`config.mk`:
```
export PLATFORM = sky130hd
export DESIGN_NAME = vdt_front
export DESIGN_NICKNAME = d
export VERILOG_FILES = /design/src/hw/rtl/vdt_pkg.sv /design/src/hw/rtl/vdt_front.sv
export SDC_FILE = /design/constraint.sdc
export NUM_CORES = 1
export LEC_CHECK = 0
export ABC_CLOCK_PERIOD_IN_PS = 7500
export BUFFER_PORTS_ARGS = -buffer_cell sky130_fd_sc_hd__buf_2
export CORE_AREA = 2 2 199 201
export CTS_BUF_LIST = sky130_fd_sc_hd__clkbuf_8
export DETAILED_ROUTE_END_ITERATION = 8
export DIE_AREA = 0 0 201 203
export GPL_TIMING_DRIVEN = 0
export HOLD_SLACK_MARGIN = 0.12
export PLACE_DENSITY_LB_ADDON = 0.2
export SYNTH_ARGS = -nofsm -noshare
export SYNTH_HDL_FRONTEND = slang
export SYNTH_SLANG_ARGS = --single-unit
export TNS_END_PERCENT = 100
```
`constraint.sdc`:
```
create_clock -name i_clk -period 7.5 [get_ports i_clk]
set_input_delay 0.375 -clock i_clk [delete_from_list [all_inputs] [get_ports i_clk]]
set_output_delay 0.375 -clock i_clk [all_outputs]
set_load 0.005 [all_outputs]
```
`src/hw/rtl/vdt_pkg.sv`:
```
// Shared constants, types and register codes of the vertex deduplication table.
// Depends on nothing; every other file of the block but vdt_ram imports it.
package vdt_pkg;

    localparam int TABLE_DEPTH = 256;
    localparam int IDX_W       = $clog2(TABLE_DEPTH);
    localparam int CNT_W       = IDX_W + 1;
    localparam int NUM_COMP    = 8;
    localparam int COMP_W      = 32;
    localparam int VERTEX_W    = NUM_COMP * COMP_W;
    localparam int TOL_W       = 16;
    localparam int OUT_IDX_W   = 8;
    localparam int DUP_W       = 32;
    localparam int QUEUE_DEPTH = 2;
    localparam int QPTR_W      = $clog2(QUEUE_DEPTH);
    localparam int QCNT_W      = $clog2(QUEUE_DEPTH + 1);

    localparam int APB_ADDR_W  = 3;
    localparam int APB_DATA_W  = 32;
    localparam int REG_IDX_W   = APB_ADDR_W - 2;
    localparam logic [REG_IDX_W-1:0] REG_MATCH_TOL = '0;

    // Component 0 is pos_x, then pos_y, pos_z, tex_u, tex_v, norm_x, norm_y, norm_z.
    typedef logic [NUM_COMP-1:0][COMP_W-1:0] t_vertex;

    typedef struct packed {
        logic [OUT_IDX_W-1:0] vertex_index;
        logic                 was_found;
        logic                 table_full;
        logic [DUP_W-1:0]     duplicate_total;
    } t_result;

endpackage

```
`src/hw/rtl/vdt_front.sv`:
```
// Front end: accepts vertex requests and holds them in a short queue for the scan engine.
// Depends on vdt_pkg.
module vdt_front (
    input  logic            i_clk,
    input  logic            i_rst_n,
    input  logic            i_in_valid,
    output logic            o_in_ready,
    input  vdt_pkg::t_vertex i_vertex,
    output logic            o_head_valid,
    output vdt_pkg::t_vertex o_head,
    input  logic            i_head_pop
);
    import vdt_pkg::*;

    t_vertex           r_slot [QUEUE_DEPTH];
    logic [QPTR_W-1:0] r_wr_ptr, n_wr_ptr;
    logic [QPTR_W-1:0] r_rd_ptr, n_rd_ptr;
    logic [QCNT_W-1:0] r_count, n_count;
    logic              push, pop;

    function automatic logic [QPTR_W-1:0] ptr_inc(input logic [QPTR_W-1:0] p);
        if (p == QPTR_W'(QUEUE_DEPTH - 1)) begin
            return '0;
        end
        return p + QPTR_W'(1);
    endfunction

    assign o_in_ready   = (r_count != QCNT_W'(QUEUE_DEPTH));
    assign o_head_valid = (r_count != '0);
    assign o_head       = r_slot[r_rd_ptr];
    assign push         = i_in_valid && o_in_ready;
    assign pop          = i_head_pop && o_head_valid;

    always_comb begin
        n_wr_ptr = push ? ptr_inc(r_wr_ptr) : r_wr_ptr;
        n_rd_ptr = pop  ? ptr_inc(r_rd_ptr) : r_rd_ptr;
        n_count  = r_count;
        if (push && !pop) begin
            n_count = r_count + QCNT_W'(1);
        end else if (pop && !push) begin
            n_count = r_count - QCNT_W'(1);
        end
    end

    always_ff @(posedge i_clk) begin
        if (!i_rst_n) begin
            r_wr_ptr <= '0;
            r_rd_ptr <= '0;
            r_count  <= '0;
        end else begin
            r_wr_ptr <= n_wr_ptr;
            r_rd_ptr <= n_rd_ptr;
            r_count  <= n_count;
        end
    end

    always_ff @(posedge i_clk) begin
        if (push) begin
            r_slot[r_wr_ptr] <= i_vertex;
        end
    end

endmodule

```
==> results_dict.tcl, run 1 <==
set metrics [dict create \
    synth-seq-area-share_pct 82.29 \
    dp_hpwl_mm 29.68 \
    syn_area_per_cell_um2 22.93 \
    fin_crit_ns 2.647 \
    root_buffer "clkbuf_8" \
    cap_violations 0 \
    final_layout_size_suffix_gt1_share_pct 52.26 \
    dp_slack_ns 4.855 \
    relSlewSlack_pct 52.97 \
    outcome "complete, no violations" \
    timing.final.ws_setup_ns 4.853 \
    antenna_found_initial 6 \
    switchingPower_mw 2.117 \
    power_frac_clock_pct 28.0 \
    dieArea_mm2 0.04080 \
    track_usage_pct 22.66 \
    fmax_mhz 377.8 \
    final_common_cell "buf_2" \
    tritoncts "yes" \
    die_w_um 201 \
    p_int_mw 5.763 \
    num-nets-final 1945 \
    cts_setup_buffers 0 \
    maxSlewViolCount 0 \
    core-area_mm2 0.03847 \
    synthTopCellsByArea "edfxtp_1 82%, mux2_2 15%, buf_6 1.6%" \
    final_cell_mix "518 x buf_2, 512 x edfxtp_1, 258 x dlygate4sd3_1" \
    grt_overflow_total 0 \
    synth_cell_type_count 21 \
    clock_skew_ns 0.02080 \
    yosys_most_used_dff "edfxtp_1" \
    port_buffers 517 \
    cp-end-kind "register" \
    rows 72 \
    multi_input_area_mm2 0.003027 \
    netSwitchingFraction_pct 26.87 \
    syn-cell-area_mm2 0.01881 \
    insertion_delay_ns 0.63 \
    fp.dieH_um 203 \
    tightestPinTransition_ns 0.7054 \
    vias 11012 \
    synthArstFlopShare_pct 0 \
    fin_crit_sh_pct 35.29 \
    clock-sinks 517 \
    arrival_ns 2.92 \
    drtIter0Drc 613 \
    place_congestion 0.7771 \
    power_density_mw_per_mm2 299.7 \
    cp-start-kind "register" \
    vias_per_cell 4.858 \
    hp-class "primary input to register" \
    syn_nets 1081 \
    grt_pass1_vias 12139 \
    cts_buffers 81 \
    ff_latch_area_mm2 0.01547 \
    setup_viol 0 \
    clk_path_buf_depth 3 \
    routed_wl_mm 46.45 \
    p_seq_share_pct 46.8 \
    critical_path.max_fanout 61 \
    ioPinCount 518 \
    required_ns 7.77 \
    synth_top_cell_area_share_pct 81.76 \
    p_leak_nw 10.02 \
    ir_drop_mv 0.1906 \
    grt_pass1_wl_mm 69.43 \
    cts_resized 0 \
    ys_seq_elements 517 \
    rsz0062_at_grt "no" \
    grt_max_degree 109 \
    syn_to_final_growth_pct 39.82 \
    nFillCells 2559 \
    comb_power_share_pct 25.2 \
    yosys.area.top_type "edfxtp_1" \
    drcViolationCount 0 \
    finalPower_mw 7.880 \
    worstSetupPathType "register to register" \
    synth_warnings 0 \
    routedWlPerCell_um 20.49 \
    first_pass_iters 5 \
    synth_edf_count 512 \
    synth_cells 820 \
    postRouteAntennaNets 0 \
    hold_violations 0 \
    cts.reportedPaths.clkPinSlew_ns 0.06 \
    htree_levels 3 \
    initial_core_util_pct 48.89 \
]
[worst max-delay path, stage by stage (launching register included)]
cell	delay, ns
dfxtp_1	0.42
nand2b_4	0.19
and3_4	0.60
buf_16	0.36
buf_16	0.31
buf_16	0.33
[registers in the layout, summed over array words and instances (netlist names), named ones only]
register  count
r_slot      512
r_count       2
r_rd_ptr      1
r_wr_ptr      1
[cell usage after synthesis, drive strengths merged, types with 2 or more instances]
library cell	count
mux2	256
xnor2	2
and2	4
edfxtp	512
o21ai	2
dfxtp	5
buf	28
a21boi	2
[power by group through the flow]
stage          clock (mW)  sequential (mW)  combinational [mW]
2_1_floorplan           0             3.82                1.03
3_3_place_gp            0             3.90                1.82
3_5_place_dp            0             3.75                1.87
4_1_cts              2.26             3.69                2.00
5_1_grt              2.39             3.72                2.13
6_report             2.21             3.69                1.98
[path summary, 6_finish.rpt]
path / startpoint / depth (start not counted) / slack, ns / endpoint
worst max register to register: r_count[0] / 5 / 4.85 / r_slot[1][103]
worst max-delay path: r_count[0] / 5 / 4.85 / r_slot[1][103]
worst min-delay path: i_head_pop / 4 / 0.26 / register
worst min register to register: r_count[1] / 2 / 0.55 / r_count[1]
[cells by family after synthesis]
logic type                 synth area share, %
and+or+nand+nor                         0.3460
muxes                                    15.33
adders and majority gates              0.06652
xor gates and xnor gates                0.1397
buffers and inverters                    1.643
DFF                                      82.29
AOI/OAI and AO/OA                       0.1863
[per-stage QoR]
stage / hold slack, ns / utilization, % / TNS, ns / cell area, um^2 / cells
2_1_floorplan: 0.4739 / - / 0 / 18810 / 820
6_report: 0.2583 / 68.35 / 0 / 26290 / 2267
5_1_grt: 0.3049 / 68.35 / 0 / 26290 / 2267
3_5_place_dp: 0.5433 / 57.76 / 0 / 22220 / 1861
4_1_cts: 0.2098 / 68.33 / 0 / 26280 / 2263
3_3_place_gp: 0.5265 / 57.30 / -1210.19 / 22040 / 1855
[metal layers]
metal | vias to the layer above | global-route usage (%) | share of wire (%)
li1 | 5033 | - | -
met1 | 5371 | 24.59 | 36
met2 | 496 | 39.95 | 52
met3 | 108 | 7.544 | 8.7
met4 | 4 | 10.98 | 3.9
met5 | - | 0 | 0.052
[final cells by class]
cell class              instances  share of cell area (%)
diodes                          4                 0.03807
plain buffers                  28                   1.161
clock buffers                  84                   4.397
clock inverters                60                   1.242
inverters                       1                 0.04283
multi-input cells             274                   11.51
flip-flops and latches        517                   58.85
well taps                     518                   2.465
repair buffers                781                   20.29
[repair_timing]
item / in CTS / in global routing
hold buffers: 258 / 0
endpoints found under the setup margin: 0 / 0
hold endpoints to repair: 517 / 0
No activity file was read; power rests on OpenSTA's default activity.
==> run 2: changes to the inputs <==
--- a/config.mk
+++ b/config.mk
@@ -5,12 +5,12 @@
 export SDC_FILE = /design/constraint.sdc
 export NUM_CORES = 1
 export LEC_CHECK = 0
-export ABC_CLOCK_PERIOD_IN_PS = 7500
+export ABC_CLOCK_PERIOD_IN_PS = 2600
 export BUFFER_PORTS_ARGS = -buffer_cell sky130_fd_sc_hd__buf_2
-export CORE_AREA = 2 2 199 201
+export CORE_AREA = 2 2 201 203
 export CTS_BUF_LIST = sky130_fd_sc_hd__clkbuf_8
 export DETAILED_ROUTE_END_ITERATION = 8
-export DIE_AREA = 0 0 201 203
+export DIE_AREA = 0 0 203 205
 export GPL_TIMING_DRIVEN = 0
 export HOLD_SLACK_MARGIN = 0.12
 export PLACE_DENSITY_LB_ADDON = 0.2
==> constraint.sdc (replaced) <==
create_clock -name i_clk -period 2.6 [get_ports i_clk]
set_input_delay 0.13 -clock i_clk [delete_from_list [all_inputs] [get_ports i_clk]]
set_output_delay 0.13 -clock i_clk [all_outputs]
set_load 0.005 [all_outputs]
==> run 2 against run 1 <==
  * Clock power grew to 2.9 times the previous value
  * Register-to-register slack worse by 4.7 ns
  * Global-route usage is 1.3 points lower
  * Largest power group unchanged
==> results_dict.tcl, run 2 (same netlist as run 1, synthesis figures left out) <==
set metrics [dict create \
    outcome "complete, no violations" \
    tightestPinTransition_ns 0.7034 \
    multi_input_area_mm2 0.003027 \
    final_layout_size_suffix_gt1_share_pct 52.17 \
    finalPower_mw 22.77 \
    setup_viol 0 \
    port_buffers 517 \
    hold_start "i_vertex[224]" \
    vias_per_cell 4.831 \
    cts.reportedPaths.clkPinSlew_ns 0.07 \
    fin_crit_sh_pct 92.42 \
    required_ns 2.95 \
    p_leak_nw 10.07 \
    root_buffer "clkbuf_8" \
    first_pass_iters 4 \
    power_density_mw_per_mm2 861.5 \
    rows 73 \
    critical_path.max_fanout 35 \
    r2r-start "r_count[1]" \
    dieArea_mm2 0.04162 \
    r2r_setup_slack_ns 0.20 \
    num-nets-final 1956 \
    drtIter0Drc 467 \
    cts_resized 0 \
    routed_wl_mm 45.42 \
    grt_pass1_vias 12098 \
    place_congestion 0.7731 \
    dp_slack_ns 0.1503 \
    antenna_found_initial 6 \
    vias 11035 \
    maxSlewViolCount 0 \
    syn_to_final_growth_pct 40.53 \
    rr_endpoint "r_slot[0][199]" \
    setup_tns_ns 0 \
    timing.final.ws_setup_ns 0.1970 \
    top_regs "r_slot: 512 flops, r_count: 2 flops" \
    tritoncts "yes" \
    ioPinCount 518 \
    insertion_delay_ns 0.62 \
    cp-end-kind "register" \
    min_path_cells 2 \
    final_cell_mix "518 x buf_2, 512 x edfxtp_1, 260 x dlygate4sd3_1" \
    timing.reg2reg.worst_path_depth 6 \
    clock-sinks 517 \
    drcViolationCount 0 \
    core-area_mm2 0.03937 \
    grt_max_degree 62 \
    worstSetupPathType "register to register" \
    fmax_mhz 416.1 \
    hold_violations 0 \
    relSlewSlack_pct 53.01 \
    fp.dieH_um 205 \
    cts_buffers 85 \
    ff_latch_area_mm2 0.01548 \
    arrival_ns 2.76 \
    top_register "r_slot" \
    cp-start-kind "register" \
    nFillCells 2694 \
    rsz0062_at_grt "no" \
    largest_register_ffs 512 \
    hp-class "primary input to register" \
    dp_hpwl_mm 29.49 \
    track_usage_pct 21.37 \
    initial_core_util_pct 47.77 \
    hold_end "r_slot[0][224]" \
    fin_crit_ns 2.403 \
    grt_pass1_wl_mm 66.99 \
    grt_overflow_total 0 \
    postRouteAntennaNets 0 \
    routedWlPerCell_um 19.89 \
    htree_levels 3 \
    ir_drop_mv 0.5804 \
    clock_skew_ns 0.01903 \
    cap_violations 0 \
    final_common_cell "buf_2" \
    clk_path_buf_depth 3 \
    die_w_um 203 \
]
[run 2: layout make-up]
type | count | share of cell area, %
repair buffers | 788 | 20.59
plain buffers | 28 | 1.155
multi-input cells | 274 | 11.45
flip-flops and latches | 517 | 58.56
clock buffers | 88 | 4.583
well taps | 525 | 2.486
clock inverters | 58 | 1.103
inverters | 1 | 0.02841
diodes | 5 | 0.04734
[run 2: worst max-delay path: stages, from the launching register on]
cell	delay [ns]
dfxtp_1	0.44
nand2b_4	0.09
nand3b_1	0.15
clkinvlp_4	0.59
buf_12	0.43
buf_12	0.20
buf_12	0.19
[run 2: repair_timing]
action                                 4_1_cts  5_1_grt
hold buffers                               260        0
endpoints found under the hold margin      517        0
setup endpoints to repair                    0        0
buffers inserted                             0        0
[run 2: worst max-delay path by stage]
stage | startpoint | end | slack (ns) | cells after the start
after detailed placement | r_count[1] | r_slot[0][200] | 0.15 | 6
after floorplan | r_count[0] | r_slot[0][0] | -2.24 | 3
after global routing | r_count[1] | r_slot[0][255] | 0.01 | 6
after CTS | r_count[1] | r_slot[0][216] | 0.11 | 6
final | r_count[1] | r_slot[0][199] | 0.20 | 6
after global placement | r_count[1] | r_slot[0][134] | -4.65 | 3
[run 2: per-layer routing]
layer	up-vias	part of all wire [%]	GRT usage [%]
li1	5054	-	-
met1	5422	36	23.10
met2	453	51	37.07
met3	104	9.1	7.556
met4	2	3.9	11.11
met5	-	0.029	0
[run 2: power by group]
| group | switching, mW | internal (mW) |
|---|---|---|
| combinational | 2.78 | 2.99 |
| clock | 3.06 | 3.31 |
| sequential | 0.232 | 10.4 |
| total | 6.07 | 16.7 |
[run 2: per-stage QoR]
step	std cells	cell area [um^2]	hold WS (ns)	utilization, %
final	2284	26430	0.2204	67.13
after global routing	2284	26430	0.1757	67.13
after CTS	2279	26420	0.1491	67.10
after detailed placement	1873	22310	0.3211	56.67
after global placement	1862	22060	0.3168	56.03
after floorplan	820	18810	0.2289	-
